**config.mk**
```make
export PLATFORM = sky130hd
export DESIGN_NAME = mvm_cell
export DESIGN_NICKNAME = d
export VERILOG_FILES = /design/src/rtl/mvm_pkg.sv /design/src/rtl/mvm_cell.sv
export SDC_FILE = /design/constraint.sdc
export NUM_CORES = 1
export LEC_CHECK = 0
export BUFFER_PORTS_ARGS = -buffer_cell sky130_fd_sc_hd__buf_4
export CAP_MARGIN = 20
export CORE_MARGIN = 2
export CORE_UTILIZATION = 45
export DETAILED_ROUTE_END_ITERATION = 8
export PLACE_DENSITY = 0.88
export SLEW_MARGIN = 30
export SYNTH_ARGS = -nofsm -noshare
export SYNTH_HDL_FRONTEND = slang
export SYNTH_SLANG_ARGS = --single-unit
```
**constraint.sdc**
```tcl
create_clock -name clk -period 13.45 [get_ports clk]
set_input_delay 1.345 -clock clk [delete_from_list [all_inputs] [get_ports clk]]
set_output_delay 1.345 -clock clk [all_outputs]
set_load 0.05 [all_outputs]
```
**src/rtl/mvm_pkg.sv**
```systemverilog
// ----------------------------------------------------------------------------
// mvm_pkg
// Shared widths, codes and types of the multiset value matcher.
// ----------------------------------------------------------------------------
package mvm_pkg;

  // table geometry
  localparam int TABLE_DEPTH = 64;
  localparam int AMOUNT_BITS = 40;
  localparam int IDX_W       = $clog2(TABLE_DEPTH);
  localparam int CNT_W       = $clog2(TABLE_DEPTH + 1);

  // port widths
  localparam int MODE_W      = 2;
  localparam int IN_AMT_W    = 40;
  localparam int STATUS_W    = 2;
  localparam int OUT_IDX_W   = 6;

  // request modes
  localparam logic [MODE_W-1:0] MODE_CLEAR  = 2'd0;
  localparam logic [MODE_W-1:0] MODE_LOAD   = 2'd1;
  localparam logic [MODE_W-1:0] MODE_MATCH  = 2'd2;
  localparam logic [MODE_W-1:0] MODE_REPORT = 2'd3;

  // result status codes
  localparam logic [STATUS_W-1:0] ST_OK        = 2'd0;
  localparam logic [STATUS_W-1:0] ST_NO_MATCH  = 2'd1;
  localparam logic [STATUS_W-1:0] ST_FULL      = 2'd2;
  localparam logic [STATUS_W-1:0] ST_NONE_LEFT = 2'd3;

  typedef logic [AMOUNT_BITS-1:0] amount_t;
  typedef logic [IDX_W-1:0]       idx_t;
  typedef logic [CNT_W-1:0]       cnt_t;

  // search token that steps along the cell row
  typedef struct packed {
    logic    valid;
    logic    report;
    amount_t key;
  } probe_t;

  // event raised by a cell when the token stops or finds an entry
  typedef struct packed {
    logic hit;
    logic fin;
    idx_t idx;
  } ev_t;

  // clear and write broadcast to all cells
  typedef struct packed {
    logic    clr;
    logic    wr;
    idx_t    wr_idx;
    amount_t wr_amt;
  } bcast_t;

endpackage

```
**src/rtl/mvm_cell.sv**
```systemverilog
// ----------------------------------------------------------------------------
// mvm_cell
// One table entry: stored amount, claimed mark, and one stage of the token row.
// ----------------------------------------------------------------------------
module mvm_cell (
  input  logic            clk,
  input  logic            rst_n,
  input  mvm_pkg::idx_t   cell_idx,
  input  mvm_pkg::cnt_t   count,
  input  mvm_pkg::bcast_t bc,
  input  mvm_pkg::probe_t probe_in,
  output mvm_pkg::probe_t probe_out,
  output mvm_pkg::ev_t    ev
);

  mvm_pkg::amount_t amt_r;
  mvm_pkg::amount_t amt_nxt;
  logic             claimed_r;
  logic             claimed_nxt;
  mvm_pkg::probe_t  probe_r;
  mvm_pkg::probe_t  probe_nxt;
  mvm_pkg::ev_t     ev_r;
  mvm_pkg::ev_t     ev_nxt;

  logic occupied;
  logic free;
  logic eq;
  logic claim;

  // entry state seen by the token
  assign occupied = mvm_pkg::CNT_W'(cell_idx) < count;
  assign free     = occupied && !claimed_r;
  assign eq       = amt_r == probe_in.key;
  assign claim    = probe_in.valid && !probe_in.report && free && eq;

  // entry clear and write, then token handling: claim and stop, report and pass, or stop at first unloaded cell
  always_comb begin
    amt_nxt     = amt_r;
    claimed_nxt = claimed_r;
    probe_nxt   = probe_in;
    ev_nxt      = '0;
    if (bc.clr) begin
      claimed_nxt = 1'b0;
    end
    if (bc.wr && bc.wr_idx == cell_idx) begin
      amt_nxt     = bc.wr_amt;
      claimed_nxt = 1'b0;
    end
    if (claim) begin
      claimed_nxt = 1'b1;
    end
    if (probe_in.valid) begin
      if (!occupied) begin
        ev_nxt.fin      = 1'b1;
        probe_nxt.valid = 1'b0;
      end else if (claim) begin
        ev_nxt.hit      = 1'b1;
        ev_nxt.idx      = cell_idx;
        probe_nxt.valid = 1'b0;
      end else if (probe_in.report && free) begin
        ev_nxt.hit = 1'b1;
        ev_nxt.idx = cell_idx;
      end
    end
  end

  // payload registers
  always_ff @(posedge clk) begin
    amt_r <= amt_nxt;
  end

  // control registers
  always_ff @(posedge clk) begin
    if (!rst_n) begin
      claimed_r <= 1'b0;
      probe_r   <= '0;
      ev_r      <= '0;
    end else begin
      claimed_r <= claimed_nxt;
      probe_r   <= probe_nxt;
      ev_r      <= ev_nxt;
    end
  end

  assign probe_out = probe_r;
  assign ev        = ev_r;

endmodule

```
== Word level (Yosys, flattened, before mapping) ==
Cells that the tools add are included.

* Bits of input ports: 105
* Flip-flop bits (word level): 91
* Bits in latches: 0
* ROM bits: 0
* Memories: 0
* Bits in writable memories: 0

* Shift-type cells: 0
* Reductions and logical operators: 11
* Bitwise gates (word level): 0
* Add/sub/neg operators: 0
* Multiplexer cells: 9
* Equality and inequality tests: 2
* Order comparisons: 1
* Multiply operators: 0
* Divide/modulo/power cells: 0

{| class="wikitable"
|+ Operators with widths
! cell !! count
|-
| $eq 40x40->1 || 1
|-
| $mux 6 || 2
|-
| $lt 6x7->1 || 1
|-
| $mux 1 || 7
|-
| $eq 6x6->1 || 1
|-
| $logic_and 1x1->1 || 6
|-
| $reduce_and 3->1 || 1
|-
| $reduce_bool 3->1 || 1
|-
| $logic_not 1->1 || 2
|-
| $reduce_and 2->1 || 1
|}

== Logic depth before layout (Yosys ltp) ==
* Depth after elaboration: 5
* Mapped depth: 7

== Worst setup path before layout ==
No wires, ideal clock.

* Path kind: input port to flip-flop
* From: in cell_idx[2]
* To: reg amt_r[0], enable pin
* Required time: 12910 ps
* Path buffers: 0
* Arrival time: 5493 ps
* Stages: 2
* Setup slack: 7417 ps
* Cell sequence: xor2_1 > nor4_1

* Longest elaborated chain between the ends: 2

{| class="wikitable"
|+ Ends and longest elaborated chain
! element !! line !! source
|-
| start, declared || mvm_cell.sv:8 || <nowiki>input mvm_pkg::idx_t cell_idx,</nowiki>
|-
| $eq 6x6->1 || mvm_cell.sv:45 || <nowiki>if (bc.wr && bc.wr_idx == cell_idx) begin</nowiki>
|-
| $logic_and 1x1->1 || mvm_cell.sv:45 ||
|-
| end signal, assigned || mvm_cell.sv:69 || <nowiki>amt_r <= amt_nxt;</nowiki>
|-
| end, declared || mvm_cell.sv:16 || <nowiki>mvm_pkg::amount_t amt_r;</nowiki>
|}

Every way passes these cells.
A chain may end at the register's enable or synchronous reset.

== Worst setup path in the final report ==
* From: in probe_in[33] (netlist name)
* To: reg ev_r (netlist bit ev[1])

* Longest elaborated chain between the ends: 3

{| class="wikitable"
|+ Ends and longest elaborated chain
! element !! line !! source
|-
| start, declared || mvm_cell.sv:11 || <nowiki>input mvm_pkg::probe_t probe_in,</nowiki>
|-
| $eq 40x40->1 || mvm_cell.sv:33 || <nowiki>assign eq = amt_r == probe_in.key;</nowiki>
|-
| $logic_and 1x1->1 || mvm_cell.sv:34 || <nowiki>assign claim = probe_in.valid && !probe_in.report && free && eq;</nowiki>
|-
| $mux 6 || mvm_cell.sv:56 || <nowiki>end else if (claim) begin</nowiki>
|-
| end signal, assigned || mvm_cell.sv:81 || <nowiki>ev_r <= ev_nxt;</nowiki>
|-
| end, declared || mvm_cell.sv:22 || <nowiki>mvm_pkg::ev_t ev_r;</nowiki>
|}

Every way passes these cells.

==> impl_metrics.ini <==
[logic_synthesis]
synth_edf_count = 40
synth-seq-cells = 91
syn-num-nets = 342
synthDistinctLibCells = 28
yosysWarnings = 0
netlist_instances = 232
post_synth.cell_area_avg_um2 = 14.1
synthFlopType = dfxtp_1
syn-cell-area_um2 = 3260
seq_area_frac_synth = 0.681
async_flop_share = 0

[floorplan]
die_h_um = 89.2
dieWidth_um = 89.2
die_area_um2 = 7950
num_rows = 31
io_pins = 155
core_um2 = 7140
start_util = 0.457

[final_layout]
finalNonFillerCells = 498
area_delta_synth_final_pct = 45.7
drive_gt1_frac = 0.439
num_antenna_cells = 0
nets = 504

[worst_hold_path]
min_to = ev[7]$_SDFF_PN0_
hp-class = flop to flop
hp-start = claimed_r$_SDFFE_PN0P_
hold_depth = 3

[route]
routed_wl_um = 6860
drc = 0
viasPerCell = 4.50
drt-initial-drc-count = 32
drt-pass1-iter-count = 4
wl_per_cell_um = 13.8
postRouteAntennaNets = 0
vias = 2241

[global_routing]
grt_pass1_wl_um = 10000
antenna_found_initial = 0
grt_remaining_overflow = 0
grt_pass1_vias = 2260
grt_max_degree = 45
grt_usage = 0.172

[power]
p_sw_uw = 133
p_clk_frac = 0.335
comb_power_share = 0.149
power_density_nw_per_um2 = 122
intPower_uw = 447
p_seq_frac = 0.516
switching_share = 0.230
finalPower_uw = 580
ir_drop_mv = 0.0793
p_leak_uw = 0.00199

[clocking]
cts_buffer_depth = 2
holdBufCountCts = 0
cts_tree = yes
clk_pin_slew_ns = 0.08
cts_made_buffers = 9
cts_resized = 0
postCtsSetupRepairBufs = 0
insertion_delay_ns = 0.34
cts_root_buf = clkbuf_8
htree_num_levels = 3
cts.sinks = 91

[timing]
fin_tns_setup_ns = 0
hold_violations = 0
setup_violations = 0
max_slew.worst_pin.slew_ns = 0.516
fin_skew_ns = 0.00779
drv_slew = 0
max_slew_margin = 0.656
fmax_ghz = 0.378
period_needed_ns = 2.64
rsz0062_at_grt = no
period_share = 0.197

[worst_setup_path]
ff2ff_path_depth = 5
r2r_start = amt_r[33]$_DFFE_PP_
crit_required_ns = 13.69
worstSetupEndpointType = flop
cp_slowest_cell = nor4_2
path_cells = buf_4 -> xnor2_1 -> nand4_1 -> nor4_2 -> a32oi_2 -> nor3b_1
worstPathMaxFanout = 7
path_class = input port to flop
crit_arrival_ns = 2.88
cpPeakStageDelay_ns = 0.53
reg2reg_to = ev[1]$_SDFF_PN0_
reg2reg_slack_ns = 11.53
worstSetupStartpointType = input port

[placed_design]
dpl.hpwl_um = 5370
portBuffers = 154
routabilityCongestion = 0.801
placed_cells_incl_taps = 482

[status]
status = complete, no violations

[run]
drv_cap = 0
power groups by stage:
stage	clock (uW)	combinational, uW	sequential [uW]
global route	211	91.9	300
global placement	0	85.4	306
CTS	201	87.1	300
floorplan	0	18.0	332
detailed placement	0	86.9	306
finish	195	86.3	299
layer usage:
layer,GRT usage,routed length [um]
met5,0,0
met4,0.0597,73
met3,0.0591,552
met2,0.323,3740
met1,0.176,2490
critical path: cells and delay by family:
| kind | cells | cell delay, ns |
|---|---|---|
| AND/OR/NAND/NOR | 3 | 0.98 |
| AO/OA/AOI/OAI | 1 | 0.30 |
| XOR/XNOR | 1 | 0.14 |
| buffers and inverters | 1 | 0.11 |
final cells by class:
| type | instances | area [um^2] |
|---|---|---|
| flip-flops and latches | 91 | 2220 |
| clock buffers | 14 | 153 |
| well taps | 99 | 124 |
| repair buffers | 155 | 1160 |
| inverters | 6 | 22.5 |
| fillers | 556 | 2380 |
| clock inverters | 2 | 60.1 |
| multi-input cells | 131 | 1010 |
cell usage in the layout, fill, tap and decap left out:
cell         n
and4_2       1
nor3_1       1
nand4b_1     1
and2_2       1
nand2_1      1
o22a_1       1
nand4_1     10
nand3b_1     1
a31oi_1      1
a21o_1       2
clkbuf_1     4
nor3b_1      6
clkbuf_8    10
bufinv_16    2
nor4_2       4
inv_1        6
nand2b_1     1
buf_4      155
xnor2_1     43
ha_1         5
a21oi_1      1
and2_1      40
dfxtp_1     51
nand3_1      2
a32oi_2      1
xor2_1       3
and3_2       1
edfxtp_1    40
o21a_1       1
nor2_1       3
state kept, by name (all words and copies together), names as in the netlist:
register   count
amt_r         40
claimed_r      1
ev             8
probe_out     42
per-stage QoR:
stage / util / hold slack, ns / worst slack [ns] / cell area [um^2]
finish: 0.666 / 0.646 / 10.81 / 4750
global route: 0.666 / 0.680 / 10.72 / 4750
CTS: 0.666 / 0.647 / 10.78 / 4750
detailed placement: 0.636 / 0.636 / 10.44 / 4540
global placement: 0.636 / 0.631 / 10.56 / 4540
floorplan: - / 0.577 / 7.42 / 3260
Yosys cell counts, types with 2 or more instances:
library cell / n / area [um^2]
nor2_1: 3 / 11.3
inv_1: 6 / 22.5
dfxtp_1: 51 / 1020
nand4_1: 10 / 62.6
xor2_1: 3 / 26.3
ha_1: 5 / 62.6
xnor2_1: 43 / 377
nand3_1: 2 / 10.0
and2_1: 40 / 250
nor3b_1: 6 / 45.0
nor4_2: 3 / 37.5
clkbuf_1: 4 / 15.0
a21o_1: 2 / 15.0
edfxtp_1: 40 / 1200
how the worst max path moves through the flow:
stage	end	start	slack, ns
detailed placement	ev[1]$_SDFF_PN0_	probe_in[11]	10.44
finish	ev[1]$_SDFF_PN0_	probe_in[33]	10.81
floorplan	amt_r[0]$_DFFE_PP_	cell_idx[2]	7.42
global route	ev[1]$_SDFF_PN0_	probe_in[36]	10.72
global placement	ev[4]$_SDFF_PN0_	probe_in[11]	10.56
CTS	ev[1]$_SDFF_PN0_	probe_in[33]	10.78
kinds of logic after synthesis:
kind of cell | share of synthesized area
adders and majority gates | 0.0192
DFF | 0.681
buffers and inverters | 0.0115
xor gates and xnor gates | 0.123
AOI/OAI and AO/OA | 0.0180
and+or+nand+nor | 0.147
No activity file was read; power rests on OpenSTA's default activity.
