==> src/rtl/mvm_pkg.sv <==
// ----------------------------------------------------------------------------
// mvm_pkg
// Shared widths, codes and types of the multiset value matcher.
// ----------------------------------------------------------------------------
package mvm_pkg;

  // table geometry
  localparam int TABLE_DEPTH = 64;
  localparam int AMOUNT_BITS = 40;
  localparam int IDX_W       = $clog2(TABLE_DEPTH);
  localparam int CNT_W       = $clog2(TABLE_DEPTH + 1);

  // port widths
  localparam int MODE_W      = 2;
  localparam int IN_AMT_W    = 40;
  localparam int STATUS_W    = 2;
  localparam int OUT_IDX_W   = 6;

  // request modes
  localparam logic [MODE_W-1:0] MODE_CLEAR  = 2'd0;
  localparam logic [MODE_W-1:0] MODE_LOAD   = 2'd1;
  localparam logic [MODE_W-1:0] MODE_MATCH  = 2'd2;
  localparam logic [MODE_W-1:0] MODE_REPORT = 2'd3;

  // result status codes
  localparam logic [STATUS_W-1:0] ST_OK        = 2'd0;
  localparam logic [STATUS_W-1:0] ST_NO_MATCH  = 2'd1;
  localparam logic [STATUS_W-1:0] ST_FULL      = 2'd2;
  localparam logic [STATUS_W-1:0] ST_NONE_LEFT = 2'd3;

  typedef logic [AMOUNT_BITS-1:0] amount_t;
  typedef logic [IDX_W-1:0]       idx_t;
  typedef logic [CNT_W-1:0]       cnt_t;

  // search token that steps along the cell row
  typedef struct packed {
    logic    valid;
    logic    report;
    amount_t key;
  } probe_t;

  // event raised by a cell when the token stops or finds an entry
  typedef struct packed {
    logic hit;
    logic fin;
    idx_t idx;
  } ev_t;

  // clear and write broadcast to all cells
  typedef struct packed {
    logic    clr;
    logic    wr;
    idx_t    wr_idx;
    amount_t wr_amt;
  } bcast_t;

endpackage

==> src/rtl/mvm_ctrl.sv <==
// ----------------------------------------------------------------------------
// mvm_ctrl
// Request decode, entry count, token launch and result sequencing.
// ----------------------------------------------------------------------------
module mvm_ctrl (
  input  logic                            clk,
  input  logic                            rst_n,
  input  logic                            start,
  output logic                            busy,
  input  logic [mvm_pkg::MODE_W-1:0]      in_mode,
  input  logic [mvm_pkg::IN_AMT_W-1:0]    in_amount,
  input  mvm_pkg::ev_t                    ev,
  input  logic                            tail,
  output mvm_pkg::probe_t                 launch,
  output mvm_pkg::bcast_t                 bc,
  output mvm_pkg::cnt_t                   count,
  output logic                            out_valid,
  output logic [mvm_pkg::STATUS_W-1:0]    out_status,
  output logic [mvm_pkg::OUT_IDX_W-1:0]   out_entry_index,
  output logic                            out_last
);

  localparam logic S_IDLE = 1'b0;
  localparam logic S_WALK = 1'b1;

  logic                          state_r, state_nxt;
  mvm_pkg::cnt_t                 count_r, count_nxt;
  mvm_pkg::probe_t               launch_r, launch_nxt;
  logic                          report_r, report_nxt;
  logic                          pend_v_r, pend_v_nxt;
  mvm_pkg::idx_t                 pend_idx_r, pend_idx_nxt;
  logic                          tail_r;
  logic                          valid_r, valid_nxt;
  logic [mvm_pkg::STATUS_W-1:0]  status_r, status_nxt;
  mvm_pkg::idx_t                 index_r, index_nxt;
  logic                          last_r, last_nxt;

  logic accept;
  logic fin;

  assign busy   = state_r == S_WALK;
  assign accept = start && !busy;
  assign fin    = ev.fin || tail_r;

  // request decode and result sequencing
  always_comb begin
    state_nxt    = state_r;
    count_nxt    = count_r;
    launch_nxt   = launch_r;
    report_nxt   = report_r;
    pend_v_nxt   = pend_v_r;
    pend_idx_nxt = pend_idx_r;
    valid_nxt    = 1'b0;
    status_nxt   = mvm_pkg::ST_OK;
    index_nxt    = '0;
    last_nxt     = 1'b1;
    bc           = '0;
    bc.wr_idx    = mvm_pkg::IDX_W'(count_r);
    bc.wr_amt    = mvm_pkg::AMOUNT_BITS'(in_amount);
    launch_nxt.valid = 1'b0;
    if (accept) begin
      case (in_mode)
        mvm_pkg::MODE_CLEAR: begin
          bc.clr    = 1'b1;
          count_nxt = '0;
          valid_nxt = 1'b1;
        end
        mvm_pkg::MODE_LOAD: begin
          valid_nxt = 1'b1;
          if (count_r == mvm_pkg::CNT_W'(mvm_pkg::TABLE_DEPTH)) begin
            status_nxt = mvm_pkg::ST_FULL;
          end else begin
            bc.wr     = 1'b1;
            index_nxt = mvm_pkg::IDX_W'(count_r);
            count_nxt = count_r + 1'b1;
          end
        end
        default: begin
          state_nxt         = S_WALK;
          report_nxt        = in_mode == mvm_pkg::MODE_REPORT;
          pend_v_nxt        = 1'b0;
          launch_nxt.valid  = 1'b1;
          launch_nxt.report = in_mode == mvm_pkg::MODE_REPORT;
          launch_nxt.key    = mvm_pkg::AMOUNT_BITS'(in_amount);
        end
      endcase
    end else if (state_r == S_WALK) begin
      if (!report_r) begin
        // match search: first hit or end of table
        if (ev.hit) begin
          valid_nxt = 1'b1;
          index_nxt = ev.idx;
          state_nxt = S_IDLE;
        end else if (fin) begin
          valid_nxt  = 1'b1;
          status_nxt = mvm_pkg::ST_NO_MATCH;
          state_nxt  = S_IDLE;
        end
      end else begin
        // report walk: hold one found entry back so the final one carries last
        if (ev.hit) begin
          pend_v_nxt   = 1'b1;
          pend_idx_nxt = ev.idx;
          if (pend_v_r) begin
            valid_nxt = 1'b1;
            index_nxt = pend_idx_r;
            last_nxt  = 1'b0;
          end
        end else if (fin) begin
          valid_nxt = 1'b1;
          state_nxt = S_IDLE;
          if (pend_v_r) begin
            index_nxt = pend_idx_r;
          end else begin
            status_nxt = mvm_pkg::ST_NONE_LEFT;
          end
        end
      end
    end
  end

  // payload registers
  always_ff @(posedge clk) begin
    pend_idx_r <= pend_idx_nxt;
    status_r   <= status_nxt;
    index_r    <= index_nxt;
    last_r     <= last_nxt;
  end

  // control registers
  always_ff @(posedge clk) begin
    if (!rst_n) begin
      state_r  <= S_IDLE;
      count_r  <= '0;
      launch_r <= '0;
      report_r <= 1'b0;
      pend_v_r <= 1'b0;
      tail_r   <= 1'b0;
      valid_r  <= 1'b0;
    end else begin
      state_r  <= state_nxt;
      count_r  <= count_nxt;
      launch_r <= launch_nxt;
      report_r <= report_nxt;
      pend_v_r <= pend_v_nxt;
      tail_r   <= tail;
      valid_r  <= valid_nxt;
    end
  end

  assign launch          = launch_r;
  assign count           = count_r;
  assign out_valid       = valid_r;
  assign out_status      = status_r;
  assign out_entry_index = mvm_pkg::OUT_IDX_W'(index_r);
  assign out_last        = last_r;

endmodule

==> config.mk <==
export PLATFORM = sky130hd
export DESIGN_NAME = mvm_ctrl
export DESIGN_NICKNAME = d
export VERILOG_FILES = /design/src/rtl/mvm_pkg.sv /design/src/rtl/mvm_ctrl.sv
export SDC_FILE = /design/constraint.sdc
export NUM_CORES = 1
export LEC_CHECK = 0
export BUFFER_PORTS_ARGS = -buffer_cell sky130_fd_sc_hd__buf_4
export CORE_ASPECT_RATIO = 2
export CORE_UTILIZATION = 45
export CTS_BUF_LIST = sky130_fd_sc_hd__clkbuf_16
export CTS_CLUSTER_SIZE = 40
export DETAILED_ROUTE_END_ITERATION = 6
export PLACE_DENSITY = 0.81
export SLEW_MARGIN = 0
export SYNTH_ARGS = -nofsm -noshare
export SYNTH_HDL_FRONTEND = slang
export SYNTH_SLANG_ARGS = --single-unit
==> constraint.sdc <==
create_clock -name clk -period 2 [get_ports clk]
set_input_delay 0.1 -clock clk [delete_from_list [all_inputs] [get_ports clk]]
set_output_delay 0.1 -clock clk [all_outputs]
set_load 0.01 [all_outputs]
---- Word-level counts from Yosys, hierarchy flattened ----
Cells that the tools add are included.
operators by class
  reductions and logical operators ........ 15
  bitwise gates (word level) .............. 5
  add/sub/neg operators ................... 1
  eq/ne operators ......................... 5
  muxes and demuxes ....................... 47
operators by type and width
  cell                                           number
  two-way mux 6 bit                              9
  two-way mux 42 bit                             1
  two-way mux 1 bit                              26
  two-way mux 2 bit                              9
  one-hot mux 7 bit (2 select lines)             1
  AND reduction 4 bit                            2
  nonzero test 2 bit                             4
  adder 7 x 1 -> 7 bit, second input constant    1
  == test 7 bit, second input constant           1
  two-way mux 7 bit                              1
  inverter 1 bit                                 5
  inequality test 2 bit, second input constant   2
  AND reduction 2 bit                            2
  OR reduction 4 bit                             1
  AND reduction 3 bit                            1
  == test 2 x 1 -> 1 bit, second input constant  1
  == test 2 bit, second input constant           1
  zero test 2 bit                                1
  OR reduction 2 bit                             1
  logical AND 1 bit                              1
  zero test 1 bit                                1
  logical OR 1 bit                               1
word-level totals
  output and inout bits ................... 108
  register bits after elaboration ......... 68

---- Longest topological paths before layout ----
  depth after elaboration ................. 6
  depth in mapped cells ................... 7
  mapped depth without buffers ............ 6

---- Worst setup path after synthesis ----
Ideal clock, no wire load.
  kind .................................... flip-flop to flip-flop
  start point ............................. register count_r[3], in the netlist count[3]
  end point ............................... register index_r[0], in the netlist out_entry_index[0]
  period minus slack after synthesis ...... 1.651 ns
  cell stages (with the launch flop) ...... 5
  library setup time ...................... 0.117 ns
  arrival ................................. 1.534 ns
  data required time ...................... 1.883 ns
  slack ................................... 0.349 ns
  cells stage by stage .................... dfxtp_1 or4b_4 o31a_1 buf_6 a22o_1
on the way
  cells in the longest elaborated chain, start to end .. 4
ends and longest elaborated chain
  element                 RTL line         text
  start, declared         mvm_ctrl.sv:27   mvm_pkg::cnt_t count_r, count_nxt;
  start signal, assigned  mvm_ctrl.sv:142  count_r <= count_nxt;
  == test 7 bit           mvm_ctrl.sv:70   if (count_r == mvm_pkg::CNT_W'(mvm_pkg::TABLE_DEPTH)) begin
  two-way mux 6 bit       mvm_ctrl.sv:70
  two-way mux 6 bit       mvm_ctrl.sv:62   case (in_mode)
  two-way mux 6 bit       mvm_ctrl.sv:61   if (accept) begin
  net index_nxt[0]        mvm_ctrl.sv:35   mvm_pkg::idx_t index_r, index_nxt;
  end signal, assigned    mvm_ctrl.sv:126  index_r <= index_nxt;
  end, declared           mvm_ctrl.sv:35
The timed path passes the listed nets, and every way through them passes these cells.
A chain may end at the register's enable or synchronous reset.

==> run_results.csv <==
group,metric,value,unit
synthesis,synth-xor-area-share,0,
global_routing,grt_pass1_vias,2594,
clocking,cts_max_level,3,
clocking,clockBufferDepth,2,
drt,routed_wl,8292,um
critical_path,critPathKind,"register to output port",
power_and_ir_drop,leakage,1.942,nW
synthesis,synth_cell_types,32,
power_and_ir_drop,switching_share,0.2302,
final_layout,multi_input_area,1130,um2
synthesis,avgSynthCellArea,8.870,um2
drt,via_count,2728,
final_layout,final_cells,548,
drt,wl_met3,457,um
sta,period_needed,1.920,ns
floorplan,design.core.area,6361,um2
drt,wl_met2,4739,um
synthesis,yosysTopAreaCell,"dfxtp_1",
critical_path,critPathRequiredTime,1.90,ns
drt,drt_iter0_markers,167,
floorplan,row_count,41,
drt,drcViolationCount,0,
global_routing,antenna_found_initial,0,
clocking,path_clk_slew,0.05,ns
synthesis,synth_area,2989,um2
hold_path,hp-class,"input pin to register",
critical_path,arrival,1.82,ns
sta,max_slew.worst_pin.slew,0.5148,ns
global_routing,overflow,0,
critical_path,cp_cell_sequence,"or4b_4, o31a_4, buf_4",
floorplan,die_y,117.3,um
final_layout,area.sequential,1421,um2
sta,rsz0062_at_grt,"no",
drt,wl_per_cell,15.13,um
synthesis,synth_top_area_share,0.4152,
clocking,clk-insertion-delay-late,0.33,ns
synthesis,ys_top_cells_by_area,"dfxtp_1 42%, buf_4 12%, nand2_1 11%",
floorplan,fp.dieW,59.63,um
drt,drtAntennaViolNets,0,
synthesis,synthSimpleGateAreaFrac,0.1783,
floorplan,start_util,0.4699,
final_layout,drive_gt1_frac,0.3874,
drt,drtPass1Iterations,4,
floorplan,io_pins,162,
synthesis,ys_warn_count,0,
critical_path,slowest_delay,0.60,ns
drt,drt-met1-wl,2830,um
synthesis,synth_edf_count,6,
power_and_ir_drop,seqPwrFrac,0.430,
synthesis,synthMuxAreaShare,0,
place,numPortBuffers,161,
run_status,status,"finished clean",
synthesis,synth_compound_area_frac,0.1884,
final_layout,final_cell_mix,"166 x buf_4, 89 x nand2_1, 62 x dfxtp_1",
synthesis,syn_nets,393,
sta,timing.final.crit_share,0.9601,
critical_path,crit_fanout,10,
synthesis,synth_seq_cells,68,
place,placed_cells,525,
power_and_ir_drop,peakVddDrop,0.6372,mV
sta,finClkSkew,0.005320,ns
critical_path,worst_path_max_delay_cell,"or4b_4",
synthesis,ys_seq_area_frac,0.4755,
synthesis,async_flop_share,0,
final_layout,final_common_cell,"buf_4",
final_layout,layout.nets,513,
sta,setup_viol,0,
critical_path,cp-end-kind,"output port",
place,gp_congestion,0.8674,
global_routing,grt_max_degree,55,
run,max_cap_violations,0,
synthesis,synthCells,337,
clocking,cts_setup_buffers,0,
global_routing,grt_pass1_wl,12390,um
clocking,clock_sinks,68,
final_layout,fillers,563,
final_layout,area_delta_synth_final,43.03,%
synthesis,synthAdderAreaFrac,0.008372,
sta,fmax,520.8,MHz
final_layout,diodes,0,
power_and_ir_drop,p_switching,0.7775,mW
sta,hold_violations,0,
sta,tns,0,ns
global_routing,track_usage,0.2424,
synthesis,synth_top_family_by_area,"compound AO/OA/AOI/OAI gates",
drt,viasPerCell,4.978,
clocking,root_buffer,"clkbuf_16",
sta,drv_slew,0,
drt,top_layer,"met4",
clocking,cts_tree,"done",
clocking,cts_buffers,9,
power_and_ir_drop,powerDensity,790.0,nW/um2
sta,holdWs,0.03561,ns
floorplan,dieArea,6992,um2
place,dpl.hpwl,5887,um
critical_path,critPathLaunchType,"register",
power_and_ir_drop,internal_power,2.600,mW
power_and_ir_drop,clkPwrFrac,0.436,
synthesis,synth_ff_type,"dfxtp_1",
sta,relSlewSlack,0.6561,
power_and_ir_drop,power_frac_comb,0.134,
## Yosys cell counts, types with 4 or more instances
| master | instances |
|---|---|
| nand2_1 | 89 |
| dfxtp_1 | 62 |
| buf_4 | 47 |
| a21boi_0 | 37 |
| clkbuf_1 | 16 |
| a22o_1 | 12 |
| o21ai_0 | 7 |
| a21boi_1 | 6 |
| edfxtp_1 | 6 |
| inv_1 | 6 |
| nor2b_1 | 6 |
| nor2_1 | 5 |
| and2_1 | 4 |
| and3_1 | 4 |
## cell families after synthesis
logic type,after synthesis
buffers and inverters,70
and+or+nand+nor,120
DFF,68
AOI/OAI and AO/OA,77
adders and majority gates,2
## power by group through the flow
stage / combinational [mW] / clock [mW] / sequential (mW)
6_report: 0.452 / 1.47 / 1.45
3_5_place_dp: 0.440 / 0 / 1.48
4_1_cts: 0.454 / 1.51 / 1.45
3_3_place_gp: 0.433 / 0 / 1.48
5_1_grt: 0.491 / 1.55 / 1.46
2_1_floorplan: 0.208 / 0 / 1.50
## through the flow
step | area, um2 | setup slack, ns | total power [mW] | utilization
3_3_place_gp | 3919 | 0.3154 | 1.910 | 0.6161
6_report | 4275 | 0.07981 | 3.377 | 0.6721
5_1_grt | 4275 | 0.03491 | 3.499 | 0.6721
4_1_cts | 4267 | 0.01008 | 3.411 | 0.6707
2_1_floorplan | 2989 | 0.3492 | 1.704 | -
3_5_place_dp | 3919 | 0.2784 | 1.919 | 0.6161
## worst paths after layout
path / start / to / slack, ns / depth (start not counted)
setup / recovery: count[3]$_SDFFE_PN0P_ / bc[46] / 0.08 / 3
hold reg to reg: pend_v_r$_SDFFE_PN0P_ / out_last$_SDFF_PP1_ / 0.45 / 1
hold / removal: in_amount[7] / launch[7]$_SDFFE_PN0P_ / 0.04 / 3
setup reg to reg: count[3]$_SDFFE_PN0P_ / count[6]$_SDFFE_PN0P_ / 0.31 / 4
## layout make-up
cell class                      instances  area share
Tap cell                               86     0.02517
Multi-Input combinational cell        199      0.2643
Clock buffer                            9     0.05268
Sequential cell                        68      0.3325
Inverter                                6    0.005268
Timing Repair Buffer                  173      0.3079
Clock inverter                          7     0.01229
## worst max-delay path, delay by kind of cell, from the launching register on
family / cells / cell delay, ns
and+or+nand+nor: 1 / 0.60
DFF: 1 / 0.39
buffers and inverters: 1 / 0.16
AOI/OAI and AO/OA: 1 / 0.35
## sequential cells by signal, indices dropped and copies added, names as in the netlist
signal	cells
out_entry_index	6
count	7
tail_r	1
busy	1
out_valid	1
launch	41
out_last	1
report_r	1
pend_idx_r	6
out_status	2
pend_v_r	1
## metal layers
layer  up-vias  global-route usage
met4         0              0.1519
li1       1320                   -
met2       128              0.4427
met1      1256              0.2376
met5         -                   0
met3        24             0.05385
## what timing repair did
action / CTS / global route
endpoints found under the setup margin: 0 / 1
endpoints found under the hold margin: 7 / 0
hold buffers: 7 / 0
resized for setup: 0 / 2
Note: power is estimated with default switching activity, not from simulation.
